===== config.mk =====
export PLATFORM = sky130hd
export DESIGN_NAME = gcns_ram
export DESIGN_NICKNAME = d
export VERILOG_FILES = /design/src/rtl/assert_macros.svh /design/src/rtl/gcns_ram.sv
export SDC_FILE = /design/constraint.sdc
export NUM_CORES = 1
export LEC_CHECK = 0
export BUFFER_PORTS_ARGS = -buffer_cell sky130_fd_sc_hd__buf_2
export CORE_ASPECT_RATIO = 0.8
export CORE_UTILIZATION = 45
export CTS_CLUSTER_DIAMETER = 150
export DETAILED_ROUTE_END_ITERATION = 8
export HOLD_SLACK_MARGIN = 0.12
export PLACE_DENSITY_LB_ADDON = 0.15
export SYNTH_ARGS = -nofsm -noshare
export SYNTH_HDL_FRONTEND = slang
export SYNTH_SLANG_ARGS = --single-unit

===== constraint.sdc =====
create_clock -name clk -period 2.3 [get_ports clk]
set_clock_uncertainty 0.2 [all_clocks]
set_input_delay 0.23 -clock clk [delete_from_list [all_inputs] [get_ports clk]]
set_output_delay 0.23 -clock clk [all_outputs]
set_load 0.005 [all_outputs]

===== src/rtl/assert_macros.svh =====
// assertion helpers shared by the rtl
`ifndef ASSERT_MACROS_SVH
`define ASSERT_MACROS_SVH

`ifndef ASSERT_OFF

// property that must hold at every clock edge out of reset
`define ASSERT_ALWAYS(label, clk, rst_n, prop) \
	label: assert property (@(posedge clk) disable iff (!rst_n) (prop)) \
		else $error("assertion failed");

// antecedent implies consequent in the same cycle
`define ASSERT_IMPLIES(label, clk, rst_n, ante, cons) \
	label: assert property (@(posedge clk) disable iff (!rst_n) (ante) |-> (cons)) \
		else $error("assertion failed");

`else

`define ASSERT_ALWAYS(label, clk, rst_n, prop)
`define ASSERT_IMPLIES(label, clk, rst_n, ante, cons)

`endif

`endif


===== src/rtl/gcns_ram.sv =====
module gcns_ram #(
	parameter int WIDTH = 8,
	parameter int DEPTH = 16
) (
	input  logic                                      clk,
	input  logic                                      we,
	input  logic [(DEPTH > 1 ? $clog2(DEPTH) : 1)-1:0] waddr,
	input  logic [WIDTH-1:0]                          wdata,
	input  logic [(DEPTH > 1 ? $clog2(DEPTH) : 1)-1:0] raddr,
	output logic [WIDTH-1:0]                          rdata
);

	logic [WIDTH-1:0] mem [DEPTH];

	// one write port, one registered read port
	always_ff @(posedge clk) begin
		if (we) begin
			mem[waddr] <= wdata;
		end
		rdata <= mem[raddr];
	end

endmodule


# ---- After elaboration in Yosys (flattened, before gate mapping)
# Memory sizes are Yosys's and may differ from the RTL's. A register that Yosys moved wholly into a read port is not among the register bits.
# Index checks and enable logic that the tools add are counted.
dict set report totals {
  ff_bits 0
  input_bits 18
  mem_count 1
  output_inout_bits 8
  ramBits 128
}
# name depth width read_ports rd_clocked_by_memory_dff wr line_no
set mem_list {}
lappend mem_list {mem 16 8 1 1 1 gcns_ram.sv:13} ;# logic [WIDTH-1:0] mem [DEPTH];
dict set report classes {
  muxes 2
}
# cell n
set op_table {}
lappend op_table {{1-bit two-way mux} 2}

# ---- Depth between registers and ports, before layout
# Gate-level depths: netlist (run 1).
dict set report depth {
  ltp_word 2
  depth_mapped 5
}

# ---- Least setup slack after synthesis (run 1)
# Ideal clock, no wire load.
dict set report synth_timing {
  path_kind {input to register}
  from {input port waddr[2] (netlist bit)}
  to {memory mem[0][0] (enable)}
  path_stages 2
  n_path_buf 0
  setup_ns 0.383
  slack_ns 0.377
  required_time_ns 1.717
  t_arrival_ns 1.340
  path_cell_list {or3b_2 > nor3_1}
}
# element line_no
set synth_lines {}
lappend synth_lines {{start: declaration} gcns_ram.sv:7} ;# input logic [(DEPTH > 1 ? $clog2(DEPTH) : 1)-1:0] waddr,
lappend synth_lines {{end: declaration} gcns_ram.sv:13}
# Straight into the memory's write port.

==> results of run 1 <==
## power by group
group	switching, W	internal (W)	total (W)
sequential	0.0000184	0.00277	0.00279
clock	0.000965	0.00173	0.00269
combinational	0.000149	0.000122	0.000271
total	0.00113	0.00462	0.00575
## per-stage QoR
stage	total power [W]	util, %
floorplan	0.00298	-
global placement	0.00310	50.4
detailed placement	0.00311	50.4
CTS	0.00580	56.6
global route	0.00592	56.6
finish	0.00575	56.6
## cells in the mapped netlist
cell type / instances / area (µm²)
a22oi_1: 16 / 120
and2_1: 1 / 6.26
and2b_1: 1 / 7.51
buf_2: 3 / 15.0
buf_4: 1 / 7.51
buf_6: 3 / 33.8
clkdlybuf4s25_2: 3 / 30.0
dfxtp_1: 8 / 160
edfxtp_1: 128 / 3840
mux4_1: 14 / 368
mux4_2: 18 / 405
nand2_1: 9 / 33.8
nand2b_1: 2 / 12.5
nand3_1: 1 / 5.00
nand3b_1: 2 / 15.0
nor2_1: 13 / 48.8
nor2b_1: 1 / 6.26
nor3_1: 4 / 20.0
or3b_2: 1 / 8.76
## path summary, 6_finish.rpt
kind	start	end	slack (ns)	depth (start not counted)
max	mem[9][4]$_DFFE_PP_	rdata[4]$_DFF_P_	0.70	3
min	waddr[2]	mem[6][1]$_DFFE_PP_	0.14	3
max reg2reg	mem[9][4]$_DFFE_PP_	rdata[4]$_DFF_P_	0.70	3
min reg2reg	mem[11][5]$_DFFE_PP_	rdata[5]$_DFF_P_	0.48	3
## cells by family after synthesis
kind of cell,synth area share [%]
AOI/OAI and AO/OA,2.33
buffers and inverters,1.68
DFF,77.8
muxes,15.0
and+or+nand+nor,3.18
## routing by layer
metal / wire length, µm / up-vias / part of all wire, % / global-route usage (%)
met5: 0 / - / 0 / 0
met4: 102 / 0 / 0.99 / 6.55
met3: 594 / 10 / 5.8 / 5.63
met2: 4540 / 79 / 44 / 25.7
met1: 5050 / 1313 / 49 / 29.3
li1: - / 1103 / - / -
## cell type report
class                           count  share of cell area (%)
Sequential cell                   136                    64.2
Multi-Input combinational cell     83                    17.0
Clock buffer                       20                    7.17
Timing Repair Buffer               55                    6.34
Tap cell                          144                    2.89
Clock inverter                     12                    2.41
## worst register-to-register path, delay by kind of cell (launching register included)
family | cells | cell delay [ns]
flip-flops | 1 | 0.35
AND/OR/NAND/NOR | 1 | 0.08
AO/OA/AOI/OAI | 1 | 0.31
multiplexers | 1 | 0.54
## flip-flops by register name (all words and copies together), names as in the netlist
| register | count |
|---|---|
| mem | 128 |
| rdata | 8 |
## timing repair
action	in CTS	in global routing
hold buffers	8	0
hold endpoints to repair	128	0
buffers inserted	0	0
==> run_results.csv, run 1 <==
group,metric,value,unit
power_and_ir_drop,power_density,923,nW/µm²
sta,hold_slack,0.143,ns
layout,stdcell_area,6230,µm²
floorplan,core-area,11000,µm²
placed_design,post-dp-hpwl,6520,µm
layout,final_cell_count_no_fill,450,
sta,setup_viol,0,
layout,layout_commonest_cell,"edfxtp_1",
clocking,clkLatencyLatePin,0.41,ns
floorplan,die-height,97.7,µm
critical_path,path_class,"flip-flop to flip-flop",
floorplan,row_count,34,
yosys,syn_area,5150,µm²
floorplan,die_x,122,µm
yosys,yosysWarnings,0,
sta,finalHoldViolations,0,
drt,drc,0,
floorplan,die_area,11900,µm²
worst_hold_path,hp-class,"primary input to flip-flop",
sta,fin_tns_setup,0,ns
sta,period_minus_slack,1.60,ns
placed_design,dpl-instance-area,5560,µm²
layout,multi_input_area,1060,µm²
yosys,ys_seq_area_share,77.8,%
critical_path,start_kind,"flip-flop",
sta,fin_ws,0.699,ns
global_routing,grt_max_degree,33,
drt,postRouteWirelength,10300,µm
layout,diodes,0,
drt,detail_route.iter0.violations,250,
critical_path,arrival,1.69,ns
clocking,max-clock-path-buffers,2,
critical_path,crit_path_end_kind,"flip-flop",
clocking,clk_pin_slew,0.06,ns
critical_path,required,2.39,ns
drt,avgRoutedWirePerCell,22.9,µm
global_routing,grt_overflow,0,
yosys,syn_avg_cell_area,22.5,µm²
layout,area_delta_synth_final,21.1,%
global_routing,grt_pass1_vias,2454,
clocking,htree_levels,4,
layout,layout_common_cells,"edfxtp_1, buf_2, buf_4",
sta,rsz0062_at_grt,"no",
run_status,status,"completed",
critical_path,slowest_stage,"mux4_1",
sta,fmax,625,MHz
power_and_ir_drop,power.leakage,2.14,nW
drt,ant_nets,0,
clocking,cts_buffers,17,
yosys,synth-seq-cells,136,
placed_design,gp_congestion,0.741,
sta,worst_pin_slew,0.729,ns
power_and_ir_drop,irDropWorstVdd,797,µV
layout,fillers,823,
clocking,cts_root_buf,"clkbuf_16",
floorplan,ios,26,
job,cap_viol_max_count,0,
placed_design,port_buffers,25,
placed_design,place_ws,0.311,ns
sta,drv_slew,0,
layout,seq_area,4000,µm²
yosys,netlist-cell-type-count,19,
global_routing,antenna_found_initial,0,
critical_path,crit_fanout,1,
floorplan,start_util,46.7,%
drt,first_pass_iters,5,
critical_path,cp_num_buf_inv,0,
critical_path,cpPeakStageDelay,0.54,ns
sta,maxSlewHeadroom,51.2,%
yosys,postSynthNetCount,247,
clocking,cts_sinks,136,
layout,drive_above_1_share,31.0,%
clocking,cts_resized,0,
layout,nets,311,
clocking,cts_tree,"done",
global_routing,grt_pass1_wl,15200,µm
critical_path,critical_path.top_delay_family,"multiplexers",
drt,vias,2505,
sta,post-route-period-util,69.6,%
critical_path,path_cells,"mux4_1 > a22oi_1 > nand2_1",
drt,via_per_inst,5.57,
yosys,synthCells,229,
global_routing,grt_use_total,19.0,%
placed_design,dp.cells,410,
No activity file was read; power rests on OpenSTA's default activity.
==> inputs of run 2 (changes only) <==
- clock period: 2.3 -> 1.5 ns (I/O delays scaled with it)
==> run_results.csv, run 2 (synthesis results as in run 1) <==
group,metric,value,unit
sta,maxSlewHeadroom,39.1,%
layout,largest_register_ffs,128,
layout,final_cell_count_no_fill,466,
power_and_ir_drop,power_frac_clock,45.4,%
clocking,htree_levels,4,
global_routing,grt_use_total,20.0,%
drt,vias,2529,
clocking,cts_tree,"done",
clocking,post-cts-setup-buffers,0,
worst_hold_path,min_path_cells,5,
drt,ant_nets,0,
placed_design,gp_congestion,0.766,
layout,drive_above_1_share,35.1,%
layout,reg.largest.list,"mem: 128 flops, rdata: 8 flops",
placed_design,post-dp-hpwl,6970,µm
global_routing,grt_overflow,0,
worst_hold_path,hp-class,"primary input to flip-flop",
critical_path,path_class,"flip-flop to flip-flop",
placed_design,port_buffers,25,
placed_design,dpl-instance-area,5660,µm²
power_and_ir_drop,power_density,1370,nW/µm²
sta,drv_slew,0,
drt,avgRoutedWirePerCell,22.9,µm
critical_path,crit_path_end_kind,"flip-flop",
floorplan,row_count,34,
power_and_ir_drop,p_switching,0.00168,W
drt,detail_route.iter0.violations,284,
floorplan,die_x,122,µm
global_routing,antenna_found_initial,0,
drt,drc,0,
sta,worst_pin_slew,0.911,ns
layout,regMostFlops,"mem",
floorplan,die_area,11900,µm²
sta,finalHoldViolations,0,
job,cap_viol_max_count,0,
placed_design,dp.cells,422,
sta,period_minus_slack,1.50,ns
global_routing,grt_pass1_vias,2674,
layout,layout_commonest_cell,"edfxtp_1",
clocking,max-clock-path-buffers,2,
drt,first_pass_iters,4,
clocking,cts_buffers,17,
power_and_ir_drop,p_int,0.00699,W
run_status,violations,"setup timing",
critical_path,start_kind,"flip-flop",
clocking,clkLatencyLatePin,0.41,ns
critical_path,crit_fanout,1,
global_routing,grt_max_degree,19,
floorplan,start_util,46.7,%
clocking,clk_pin_slew,0.05,ns
power_and_ir_drop,pwr-share-seq,49.4,%
clocking,cts_root_buf,"clkbuf_16",
floorplan,core-area,11000,µm²
layout,stdcell_area,6340,µm²
sta,post-route-period-util,100,%
power_and_ir_drop,pwr-share-comb,5.2,%
sta,rsz0062_at_grt,"yes",
drt,postRouteWirelength,10700,µm
power_and_ir_drop,irDropWorstVdd,974,µV
layout,area_delta_synth_final,23.2,%
sta,fin_ws,-0.000329,ns
layout,nets,327,
floorplan,die-height,97.7,µm
run_status,status,"finished with violations",
layout,layout_common_cells,"edfxtp_1, buf_4, buf_2",
sta,fmax,667,MHz
floorplan,ios,26,
global_routing,grt_pass1_wl,16100,µm
critical_path,required,1.59,ns
clocking,cts_sinks,136,
sta,hold_slack,0.136,ns
drt,via_per_inst,5.43,
critical_path,arrival,1.59,ns
critical_path,worstRegToRegCells,3,
sta,setup_viol,2,
power_and_ir_drop,p_sw_share,19.4,%
power_and_ir_drop,power.leakage,2.18,nW
layout,diodes,0,
[run 2: changes by cell type in the layout (fill, tap and decap cells not counted), sizes merged]
cell	before	now
clkinv	6	3
bufinv	3	2
clkbuf	20	27
clkinvlp	2	0
dlygate4sd3	8	12
buf	47	59
inv	1	0
[run 2: worst max-delay path, stage by stage, from the launching register on]
cell and delay (ns):
edfxtp_1 0.35, mux4_1 0.49, a22oi_1 0.27, nand2_1 0.07
[run 2: repair_timing]
item / in CTS / in global routing
pin swaps: 3 / 2
setup endpoints to repair: 5 / 8
endpoints found under the hold margin: 144 / 0
hold buffers: 12 / 0
resized for setup: 7 / 3
[run 2: layer usage]
metal  GRT usage [%]  share of wire (%)  vias to the layer above  routed length, µm
met4            7.41                1.1                        0                115
met2            28.1                 45                       81               4830
li1                -                  -                     1129                  -
met3            5.69                6.7                       13                719
met1            29.7                 47                     1306               5030
met5               0                  0                        -                  0
[run 2: worst paths after layout]
check                             from               end  slack [ns]
setup / recovery  mem[10][2]$_DFFE_PP_  rdata[2]$_DFF_P_     -0.0003
hold / removal                raddr[1]  rdata[7]$_DFF_P_        0.14
setup reg to reg  mem[10][2]$_DFFE_PP_  rdata[2]$_DFF_P_     -0.0003
hold reg to reg   mem[12][0]$_DFFE_PP_  rdata[0]$_DFF_P_        0.48
[run 2: layout make-up]
cell class              count  area [µm²]
flip-flops and latches    136        4000
multi-input cells          83        1080
repair buffers             71         526
clock buffers              27         483
fillers                   824        4670
well taps                 144         180
clock inverters             5        72.6
[run 2: power by group through the flow]
stage | Sequential [W] | Clock [W] | Combinational (W)
floorplan | 0.00435 | 0 | 0.000217
global placement | 0.00436 | 0 | 0.000415
detailed placement | 0.00436 | 0 | 0.000418
CTS | 0.00428 | 0.00398 | 0.000455
global route | 0.00429 | 0.00412 | 0.000487
finish | 0.00428 | 0.00393 | 0.000449
[run 2: stage by stage]
step	util (%)	setup WS, ns	power (W)	setup TNS (ns)
final	57.6	-0.000329	0.00866	-0.000334
after global routing	57.6	-0.0488	0.00890	-0.177
after CTS	57.6	-0.0199	0.00871	-0.0325
after detailed placement	51.4	-0.375	0.00478	-7.04
after global placement	51.4	-0.360	0.00477	-5.94
after floorplan	-	-0.116	0.00456	-3.58
