[src/rtl/assert_macros.svh]
// assertion helpers shared by the rtl
`ifndef ASSERT_MACROS_SVH
`define ASSERT_MACROS_SVH

`ifndef ASSERT_OFF

// property that must hold at every clock edge out of reset
`define ASSERT_ALWAYS(label, clk, rst_n, prop) \
	label: assert property (@(posedge clk) disable iff (!rst_n) (prop)) \
		else $error("assertion failed");

// antecedent implies consequent in the same cycle
`define ASSERT_IMPLIES(label, clk, rst_n, ante, cons) \
	label: assert property (@(posedge clk) disable iff (!rst_n) (ante) |-> (cons)) \
		else $error("assertion failed");

`else

`define ASSERT_ALWAYS(label, clk, rst_n, prop)
`define ASSERT_IMPLIES(label, clk, rst_n, ante, cons)

`endif

`endif

[src/rtl/gcns_pkg.sv]
package gcns_pkg;

	// result status codes
	localparam logic [2:0] ST_NEIGHBOR  = 3'd0;
	localparam logic [2:0] ST_INSERTED  = 3'd1;
	localparam logic [2:0] ST_DROPPED   = 3'd2;
	localparam logic [2:0] ST_TRUNCATED = 3'd3;
	localparam logic [2:0] ST_BAD_QUERY = 3'd4;

	// operation codes
	localparam logic OP_INSERT = 1'b0;
	localparam logic OP_QUERY  = 1'b1;

	// configuration register indexes
	localparam logic [1:0] CFG_GRID_SIDE = 2'd0;
	localparam logic [1:0] CFG_INV_CELL  = 2'd1;
	localparam logic [1:0] CFG_LIMIT     = 2'd2;

	// register reset values
	localparam logic [4:0]  GRID_SIDE_RST = 5'd16;
	localparam logic [12:0] INV_CELL_RST  = 13'd4096;
	localparam logic [10:0] LIMIT_RST     = 11'd1024;

	// request to the shared binning multiplier
	typedef struct packed {
		logic        start;
		logic [15:0] pos;
		logic [12:0] inv;
	} bin_req_t;

endpackage

[src/rtl/gcns_bin.sv]
module gcns_bin import gcns_pkg::*; #(
	parameter int CW = 4
) (
	input  logic          clk,
	input  bin_req_t      req,
	input  logic [CW-1:0] side_m1,
	output logic [CW-1:0] coord
);

	logic [28:0] prod_q;
	logic [5:0]  raw;

	// q0.16 times q5.8, registered
	always_ff @(posedge clk) begin
		if (req.start) begin
			prod_q <= 29'(req.pos) * 29'(req.inv);
		end
	end

	// integer part, clamped to the last cell
	assign raw   = {1'b0, prod_q[28:24]};
	assign coord = (raw > 6'(side_m1)) ? side_m1 : raw[CW-1:0];

endmodule

[config.mk]
export PLATFORM = sky130hd
export DESIGN_NAME = gcns_bin
export DESIGN_NICKNAME = d
export VERILOG_FILES = /design/src/rtl/assert_macros.svh /design/src/rtl/gcns_pkg.sv /design/src/rtl/gcns_bin.sv
export SDC_FILE = /design/constraint.sdc
export NUM_CORES = 1
export LEC_CHECK = 0
export BUFFER_PORTS_ARGS = -buffer_cell sky130_fd_sc_hd__buf_4
export CAP_MARGIN = 30
export CELL_PAD_IN_SITES_DETAIL_PLACEMENT = 1
export CELL_PAD_IN_SITES_GLOBAL_PLACEMENT = 1
export CORE_MARGIN = 3
export CORE_UTILIZATION = 45
export DETAILED_ROUTE_END_ITERATION = 12
export PLACE_DENSITY_LB_ADDON = 0.05
export SYNTH_ARGS = -nofsm -noshare
export SYNTH_HDL_FRONTEND = slang
export SYNTH_SLANG_ARGS = --single-unit
[constraint.sdc]
create_clock -name clk -period 5.35 [get_ports clk]
set_input_delay 0.535 -clock clk [delete_from_list [all_inputs] [get_ports clk]]
set_output_delay 0.535 -clock clk [all_outputs]
set_load 0.02 [all_outputs]
== Yosys cells after proc, flatten, opt, wreduce, memory -nomap -nowiden ==
Index checks and enable logic that the tools add are counted.

* Magnitude comparators: 1
* Muxes and demuxes: 1
* $mul: 1

{| class="wikitable"
|+ Operators by type and width
! cell !! number
|-
| $mul 16x13->29 || 1
|-
| $gt 5x4->1 || 1
|-
| $mux 4 || 1
|}

* Output and inout bits: 4
* Bits in registers: 29
* Input port bits: 35

== Logic depth before layout (Yosys ltp) ==
Gate-level depths: netlist of the first run.

* Depth after elaboration: 2
* Mapped depth: 19

== Worst setup path after synthesis of the first run ==
OpenSTA, ideal clock, no wires.

* Path type: input to register
* Start: input req[20] in the netlist's numbering
* End: register prod_q[26] (data pin)
* Required time: 5.066 ns
* Path slack: 0.301 ns
* Path buffers: 1
* Arrival time: 4.765 ns
* Library setup time: 0.284 ns
* Stages on the path: 18
* Cells stage by stage: clkbuf_1 and2_1 fa_1 inv_1 fa_1 inv_1 fa_1 inv_1 fa_1 fa_1 inv_1 ha_1 a2111oi_2 o21ai_1 nand4_2 o2111ai_4 nand4_1 o311ai_2

* Longest elaborated chain between the ends: 1

{| class="wikitable"
|+ Ends and longest elaborated chain
! element !! RTL line !! RTL
|-
| start, declared || gcns_bin.sv:5 || <nowiki>input bin_req_t req,</nowiki>
|-
| $mul 16x13->29 || gcns_bin.sv:16 || <nowiki>prod_q <= 29'(req.pos) * 29'(req.inv);</nowiki>
|-
| end signal, assigned || gcns_bin.sv:16 ||
|-
| end, declared || gcns_bin.sv:10 || <nowiki>logic [28:0] prod_q;</nowiki>
|}

No other way between the ends.
A chain may end at the register's enable or synchronous reset.

== Final worst setup path of the first run ==
* Start: input req[1] in the netlist's numbering
* End: register prod_q[28] (data pin)

The elaborated chain is that of the path after synthesis.

==> summary.md, run 1 <==
| Metric | Value |
|---|---|
| Buffers on Ports | 38 |
| Largest Register | prod_q |
| RSZ-0062 raised after global routing | no |
| Commonest non-fill, non-tap cell in the layout | inv_1 |
| Routed vias/inst | 5.10 |
| Clk sinks | 5 |
| Max-slew violations | 0 |
| Yosys cell types | 37 |
| Post-DRT Antenna Nets | 0 |
| Mapped Area | 6560 sq um |
| Worst EP required | 5320 ps |
| Mapped Cells | 749 |
| Yosys top cell area share | 46.7% |
| Largest net degree at the start of global routing | 17 |
| Final period util | 95.9% |
| Main synth FF type | edfxtp_1 |
| Area of the core | 14000 sq um |
| Placed cell count | 950 |
| Die ar. | 16100 sq um |
| Leak | 3.81 nW |
| EDFF count, synth | 5 |
| Die H | 127 microns |
| Multi-input logic area | 5510 sq um |
| Nets | 1037 |
| Initial antenna violation count | 0 |
| Share of layout cells above drive strength 1 | 8.40% |
| Number of synthesized register bits | 5 |
| GR Overflow Total | 0 |
| Resized Gates After CTS | 0 |
| Die width | 127 microns |
| Post-CTS setup buffers | 0 |
| Largest regs | prod_q x5 |
| H-tree level count | 1 |
| TritonCTS clock tree | yes |
| Final setup fails | 0 |
| DR vias | 4861 |
| DR WL/cell | 18.6 microns |
| Post-DP Area | 7050 sq um |
| Post-Route WL | 17700 microns |
| # diodes | 0 |
| Commonest non-fill, non-tap cells in the layout | 211 x inv_1, 153 x fa_1, 114 x nand2_1, 96 x and2_1, 74 x ha_1 |
| Worst-case clock buffer depth | 2 |
| FMAX | 0.195 GHz |
| Total Power | 2.73 mW |
| Post-Syn Nets | 1011 |
| Pwr Density | 382 nW/um^2 |
| Status | finished, final reports clean |
| Initial Utilization | 46.7% |
| Pre-CTS setup slack | -80.4 ps |
| Routability congestion estimate | 0.808 |
| Row count | 43 |
| Final standard cell area without fillers | 7140 sq um |
| Tightest Pin Transition | 656 ps |
| CP Data Arrival Time | 5100 ps |
| Crit. End Element | flip-flop |
| Asr flop ratio synth | 0% |
| Vias in the first global route | 5754 |
| Post-DP HPWL | 15200 microns |
| First-pass GRT wire length | 29800 microns |
| Sequential fraction of the synthesis area | 2.29% |
| Sequential cell area | 150 sq um |
| Area delta synth->final | 8.82% |
| CTS Buf Count | 3 |
| Iter 0 DRT Violations | 206 |
| Hold buffers post-CTS | 0 |
| Mean Syn Cell Area | 8.76 sq um |
| Max VDD drop | 0.200 mV |
| Filler Cell Count | 1673 |
| Crit Path Category | input port to flip-flop |
| # DRC | 0 |
| Crit start category | input port |
| CP max FO | 13 |
| Router iterations before antenna repair | 4 |
| Synth area leaders | fa_1 47%, ha_1 14%, inv_1 12%, and2_1 9.2%, nand2_1 6.5% |
| Ys Warns | 0 |
| Final hold violations | 0 |
| IO Pins | 39 |
| Worst hold-check path type | input port to flip-flop |
| Cell taking the most area after synthesis | fa_1 |
| Gr usage total | 23.6% |
| Final worst setup slack | 219 ps |
| Max cap viols | 0 |
| CTS clk-pin slew, worst paths | 30 ps |
| Slew margin rel. | 55.1% |
| Tmin final | 5130 ps |
| Post-Layout Cell Count | 954 |
| CTS root buf | clkbuf_16 |
| Largest register FFs | 5 |
-- area by class of cell --
| cell class | instances | area share [%] |
|---|---|---|
| flip-flops and latches | 5 | 2.10 |
| multi-input cells | 504 | 77.2 |
| clock buffers | 4 | 1.10 |
| well taps | 180 | 3.16 |
| repair buffers | 50 | 5.37 |
| inverters | 211 | 11.1 |
-- logic make-up after synthesis --
kind of cell | share of synthesized area [%]
AND/OR/NAND/NOR | 18.4
XOR/XNOR | 0.801
adder cells (fa/ha/maj) | 60.8
buffers and inverters | 13.7
AO/OA/AOI/OAI | 3.24
flip-flops | 2.29
multiplexers | 0.687
-- per-layer routing --
layer / vias to the layer above / routed length [microns] / global-route usage [%]
li1: 2213 / - / -
met5: - / 0 / 0
met3: 16 / 468 / 1.09
met4: 0 / 319 / 4.29
met1: 2545 / 7810 / 32.2
met2: 87 / 9100 / 42.2
-- worst max-delay path: stages --
cell,delay (ps)
buf_4,150
and2_1,180
fa_1,530
inv_1,50
fa_1,470
inv_1,70
fa_1,500
fa_1,540
inv_1,50
fa_1,470
inv_1,50
ha_1,270
nand3_1,170
buf_4,200
nor4_2,300
nand4_1,180
nand4_1,130
o211ai_1,110
xnor2_1,150
-- stage by stage --
step                util [%]  hold WS [ps]  TNS, ps
floorplan                  -           647        0
global placement        50.2           792    -1.74
detailed placement      50.2           797     -237
CTS                     50.8           564        0
global route            50.8           566        0
finish                  50.8           566        0
-- power breakdown --
part	switching (mW)	total, mW	leakage, nW	internal, mW
combinational	1.48	2.52	3.73	1.04
clock	0.0243	0.123	0.0382	0.0987
sequential	0.0102	0.0884	0.0487	0.0781
-- final timing paths --
check             cells after the start    endpoint     from  slack (ps)
setup / recovery                     19  prod_q[28]   req[1]         220
hold / removal                        1  prod_q[26]  req[29]         570
-- synth_stat cells, drive strengths merged, types with 2 or more instances --
cell / number
a21oi: 12
nor4: 2
nand2: 114
edfxtp: 5
nand2b: 2
inv: 211
fa: 153
clkbuf: 29
xnor2: 5
nand3: 3
a2111oi: 2
and3: 2
mux2: 4
nand4: 8
nor3: 2
and2: 96
ha: 74
o21ai: 5
nor2: 7
No activity file was read; power rests on OpenSTA's default activity.
==> run 2: changes to the inputs <==
--- a/config.mk
+++ b/config.mk
@@ -6,11 +6,11 @@
 export NUM_CORES = 1
 export LEC_CHECK = 0
 export BUFFER_PORTS_ARGS = -buffer_cell sky130_fd_sc_hd__buf_4
-export CAP_MARGIN = 30
+export CAP_MARGIN = 0
 export CELL_PAD_IN_SITES_DETAIL_PLACEMENT = 1
 export CELL_PAD_IN_SITES_GLOBAL_PLACEMENT = 1
 export CORE_MARGIN = 3
-export CORE_UTILIZATION = 45
+export CORE_UTILIZATION = 54
 export DETAILED_ROUTE_END_ITERATION = 12
 export PLACE_DENSITY_LB_ADDON = 0.05
 export SYNTH_ARGS = -nofsm -noshare
==> constraint.sdc (replaced) <==
create_clock -name clk -period 6.6 [get_ports clk]
set_input_delay 0.66 -clock clk [delete_from_list [all_inputs] [get_ports clk]]
set_output_delay 0.66 -clock clk [all_outputs]
set_load 0.02 [all_outputs]
==> run 2 against run 1 <==
Wire length shrank 1.9%. Sequential power shrank 20%. Hold slack gained 110 ps. Critical path depth shrank 1. First-iteration DRC count shrank 21%. Count of clock-buffer cells in the layout is the same. Final area shrank 2.0%. Total power shrank 20%. Final cell count shrank 5.1%. Sequential cell count is the same. Worst setup slack gained 1000 ps. Critical endpoint unchanged. Largest cell class unchanged.
==> summary.md, run 2 (same netlist as run 1, synthesis figures left out) <==
| Metric | Value |
|---|---|
| Buf/Inv on CP | 5 |
| Post-DP HPWL | 14500 microns |
| Nets | 1025 |
| Vias in the first global route | 5869 |
| Share of layout cells above drive strength 1 | 6.96% |
| CTS root buf | clkbuf_16 |
| Slew margin rel. | 62.3% |
| Total Power | 2.18 mW |
| Gr busiest metal | met2 |
| Status | finished, final reports clean |
| Largest Register | prod_q |
| Routability congestion estimate | 0.874 |
| Max cap viols | 0 |
| Hold Crit Endpoint | prod_q[26] |
| Die ar. | 13500 sq um |
| FMAX | 0.187 GHz |
| First-pass GRT wire length | 29100 microns |
| CP cell instances | buf_4 -> and2_1 -> fa_1 -> inv_1 -> fa_1 -> fa_1 -> inv_1 -> fa_1 -> inv_1 -> fa_1 -> inv_1 -> ha_1 -> nand4_1 -> nor4_2 -> nand4_1 -> nand4_1 -> o211ai_1 -> xnor2_1 |
| Largest regs | prod_q x5 |
| Worst-case clock buffer depth | 2 |
| H-tree level count | 1 |
| Commonest non-fill, non-tap cells in the layout | 211 x inv_1, 153 x fa_1, 114 x nand2_1, 96 x and2_1, 74 x ha_1 |
| Final setup fails | 0 |
| Gr usage total | 28.4% |
| Slowest cell on crit path | fa_1 |
| Grt met2 use | 54.3% |
| Hold Path Cell Cnt | 1 |
| Crit. End Element | flip-flop |
| RSZ-0062 raised after global routing | no |
| Worst EP required | 6560 ps |
| Leak | 3.75 nW |
| Post-DRT Antenna Nets | 0 |
| Iter 0 DRT Violations | 162 |
| Area of the core | 11700 sq um |
| Tmin final | 5340 ps |
| DR WL/cell | 19.2 microns |
| Min-delay src | req[29] |
| Setup_tns | 0 ps |
| Routed vias/inst | 5.44 |
| Die width | 116 microns |
| Max-slew violations | 0 |
| Pwr Density | 312 nW/um^2 |
| Post-CTS setup buffers | 0 |
| Met1 Use GR | 34.0% |
| Final period util | 80.9% |
| Hold buffers post-CTS | 0 |
| GR Overflow Total | 0 |
| Most common cell on crit path | fa_1 |
| CTS Buf Count | 3 |
| Router iterations before antenna repair | 4 |
| CP max FO | 16 |
| Initial Utilization | 56.2% |
| WHS | 677 ps |
| Largest register FFs | 5 |
| Initial antenna violation count | 0 |
| Crit Path Category | input port to flip-flop |
| Tightest Pin Transition | 551 ps |
| Final hold violations | 0 |
| GR Util met3 | 2.12% |
| # diodes | 0 |
| Largest delay share family, worst path | adder cells |
| TritonCTS clock tree | yes |
| # DRC | 0 |
| DR vias | 4920 |
| Die H | 116 microns |
| Buffers on Ports | 38 |
| Largest net degree at the start of global routing | 17 |
| Max VDD drop | 0.246 mV |
| Area delta synth->final | 6.62% |
| IO Pins | 39 |
| Worst hold-check path type | input port to flip-flop |
| Post-Route WL | 17400 microns |
| Clk sinks | 5 |
| CTS clk-pin slew, worst paths | 30 ps |
| Commonest non-fill, non-tap cell in the layout | inv_1 |
| Crit start category | input port |
| Resized Gates After CTS | 0 |
| Row count | 39 |
| Crit path largest cell delay | 530 ps |
| CP Data Arrival Time | 5300 ps |
run 2: final cells by class:
type,count,area [sq um]
timing repair buffer,38,285
multi-input combinational,504,5510
clock buffer,4,78.8
fill,1398,4670
tap,143,179
sequential,5,150
inverter,211,792
run 2: through the flow:
stage          setup WS, ps  instances  instance area [sq um]  utilization (%)
5_1_grt                 998        905                   6990             60.0
2_1_floorplan          1430        749                   6560                -
3_5_place_dp           1040        901                   6910             59.3
4_1_cts                1280        905                   6990             60.0
6_report               1260        905                   6990             60.0
3_3_place_gp           1150        901                   6910             59.3
run 2: metal layers:
metal / up-vias / wire length [microns]
met5: - / 0
met4: 0 / 550
met3: 33 / 687
met2: 117 / 9390
met1: 2581 / 6720
li1: 2189 / -
run 2: where the power goes:
group / switching (mW) / internal (mW)
combinational: 1.20 / 0.806
sequential: 0.00742 / 0.0632
clock: 0.0225 / 0.0803
total: 1.23 / 0.949
run 2: worst max-delay path by stage:
stage | start | slack, ps | endpoint | cells past startpoint
after floorplan | req[20] | 1430 | prod_q[26] | 18
after global placement | req[7] | 1150 | prod_q[28] | 18
after detailed placement | req[7] | 1040 | prod_q[28] | 18
after CTS | req[7] | 1280 | prod_q[28] | 18
after global routing | req[7] | 1000 | prod_q[28] | 18
final | req[7] | 1260 | prod_q[28] | 18
==> run 3: changes to the inputs <==
--- a/config.mk
+++ b/config.mk
@@ -5,12 +5,13 @@
 export SDC_FILE = /design/constraint.sdc
 export NUM_CORES = 1
 export LEC_CHECK = 0
+export ABC_AREA = 1
 export BUFFER_PORTS_ARGS = -buffer_cell sky130_fd_sc_hd__buf_4
 export CAP_MARGIN = 0
 export CELL_PAD_IN_SITES_DETAIL_PLACEMENT = 1
 export CELL_PAD_IN_SITES_GLOBAL_PLACEMENT = 1
 export CORE_MARGIN = 3
-export CORE_UTILIZATION = 54
+export CORE_UTILIZATION = 43
 export DETAILED_ROUTE_END_ITERATION = 12
 export PLACE_DENSITY_LB_ADDON = 0.05
 export SYNTH_ARGS = -nofsm -noshare
==> constraint.sdc (replaced) <==
create_clock -name clk -period 4.55 [get_ports clk]
set_input_delay 0.455 -clock clk [delete_from_list [all_inputs] [get_ports clk]]
set_output_delay 0.455 -clock clk [all_outputs]
set_load 0.02 [all_outputs]
==> run 3 against run 2 <==
The run now ends with setup timing left. Total power grew to 3.0 times the previous value. Non-clock buffer count grew 79. Sequential power grew 41%. Core utilization shrank 4.7 points. Die area grew 35%. Largest cell class unchanged.
==> summary.md, run 3 <==
| Metric | Value |
|---|---|
| Gr usage total | 23.8% |
| Initial antenna violation count | 0 |
| Main synth FF type | edfxtp_1 |
| Post-Route WL | 20600 microns |
| CTS Buf Count | 3 |
| Largest Register | prod_q |
| Final worst setup slack | -5.28 ps |
| Die ar. | 18200 sq um |
| RSZ-0062 raised after global routing | yes |
| Mapped Cells | 997 |
| Mapped Area | 7150 sq um |
| Min-delay src | req[29] |
| Area delta synth->final | 24.3% |
| Post-DP HPWL | 17600 microns |
| GR Overflow Total | 0 |
| H-tree level count | 1 |
| DR vias | 6095 |
| Cell taking the most area after synthesis | fa_1 |
| Initial Utilization | 44.5% |
| Worst-case clock buffer depth | 2 |
| IO Pins | 39 |
| Yosys cell types | 25 |
| Total Power | 6.55 mW |
| Crit start category | input port |
| Failing checks | setup timing |
| Setup_tns | -5.28 ps |
| TritonCTS clock tree | yes |
| Largest regs | prod_q x5 |
| Commonest non-fill, non-tap cells in the layout | 315 x inv_1, 269 x nand2_1, 148 x fa_1, 87 x buf_4, 60 x ha_1 |
| WHS | 472 ps |
| First-pass GRT wire length | 34500 microns |
| FMAX | 0.220 GHz |
| CP Data Arrival Time | 4540 ps |
| Max VDD drop | 0.667 mV |
| Die H | 135 microns |
| CTS root buf | clkbuf_16 |
| Multi-input logic area | 6050 sq um |
| Filler Cell Count | 1990 |
| Largest net degree at the start of global routing | 16 |
| Sequential fraction of the synthesis area | 2.10% |
| Mean Syn Cell Area | 7.17 sq um |
| # diodes | 0 |
| Placed cell count | 1286 |
| Sequential cell area | 150 sq um |
| Final period util | 100% |
| Start point of the critical path | req[17] |
| Final setup fails | 1 |
| Synth top cells by count | 330 x inv_1, 290 x nand2_1, 153 x fa_1 |
| Iter 0 DRT Violations | 193 |
| Crit. End Element | flip-flop |
| Pre-CTS setup slack | -420 ps |
| Asr flop ratio synth | 0% |
| Yosys top cell area share | 42.9% |
| # DRC | 0 |
| Nets | 1341 |
| Final hold violations | 0 |
| Status | finished with violations |
| Router iterations before antenna repair | 4 |
| CP max FO | 7 |
| EDFF count, synth | 5 |
| Post-Syn Nets | 1259 |
| Slew margin rel. | 82.9% |
| Row count | 46 |
| Cell with the most instances after synthesis | inv_1 |
| Number of synthesized register bits | 5 |
| Commonest non-fill, non-tap cell in the layout | inv_1 |
| DR WL/cell | 15.9 microns |
| Largest register FFs | 5 |
| Max-slew violations | 0 |
| Max cap viols | 0 |
| Worst EP required | 4540 ps |
| Buffers on Ports | 38 |
| Routability congestion estimate | 0.815 |
| Clk sinks | 5 |
| Ys Warns | 0 |
| Synth area leaders | fa_1 43%, inv_1 17%, nand2_1 15%, ha_1 13%, clkbuf_1 2.1% |
| Pwr Density | 738 nW/um^2 |
| Die width | 135 microns |
| Area of the core | 16100 sq um |
| Post-DRT Antenna Nets | 0 |
| Crit Path Category | input port to flip-flop |
| Vias in the first global route | 7035 |
| Routed vias/inst | 4.71 |
| CTS clk-pin slew, worst paths | 40 ps |
| Post-Layout Cell Count | 1294 |
| Leak | 5.34 nW |
| Tmin final | 4560 ps |
| Share of layout cells above drive strength 1 | 19.3% |
| Tightest Pin Transition | 254 ps |
| Worst hold-check path type | input port to flip-flop |
## run 3: changes by cell type after synthesis, moves of 5 or more
cell	delta
nand2_1	+176
inv_1	+119
nand3_1	+5
nor2_1	+27
o21ai_0	+6
a21oi_1	+11
and2_1	-96
clkbuf_1	+11
## run 3: through the flow
stage / cell area (sq um) / utilization, %
final: 8880 / 55.3
after global placement: 8230 / 51.3
after floorplan: 7350 / -
after global routing: 8880 / 55.3
after detailed placement: 8230 / 51.3
after CTS: 8580 / 53.4
## run 3: cells by family after synthesis
logic type      Yosys count  share of synthesized area (%)
compound gates           44                           3.38
fa+ha+maj               227                           55.8
flops                     5                           2.10
buf+inv                 372                           19.5
xor+xnor                  2                          0.245
simple gates            347                           18.9
## run 3: cell type report
cell class,count,share of cell area [%]
multi-input cells,620,68.1
repair buffers,117,12.2
inverters,332,14.1
clock inverters,1,0.0564
well taps,216,3.04
clock buffers,3,0.845
flip-flops and latches,5,1.69
## run 3: worst paths after layout
kind	slack, ps	to	depth (start not counted)
max	-5	prod_q[26]	19
min	470	prod_q[26]	1
## run 3: report_power, final
group / internal [mW] / total (mW) / switching, mW
clock network: 0.115 / 0.148 / 0.0331
logic: 2.77 / 6.30 / 3.53
registers: 0.0876 / 0.0998 / 0.0122
## run 3: timing repair
| action | in CTS | in global routing |
|---|---|---|
| hold buffers | 0 | 0 |
| resized for setup | 58 | 79 |
| endpoints found under the setup margin | 5 | 5 |
| pin swaps | 28 | 53 |
| setup buffers | 2 | 3 |
## run 3: critical path: stages
cell and delay, ps:
buf_12 120, buf_8 120, nand2_4 60, inv_2 40, fa_1 510, fa_1 590
fa_2 440, fa_1 560, inv_2 40, fa_1 540, inv_2 60, ha_4 310
nand2_4 80, nor2_4 90, nand4_1 120, nor3_1 150, nand2_1 110, nand4_1 80
nand2_1 60
## run 3: metal layers
layer / wire [microns] / GRT usage [%]
met1: 8720 / 30.2
met3: 500 / 1.19
met4: 420 / 4.98
met2: 10900 / 44.9
met5: 0 / 0
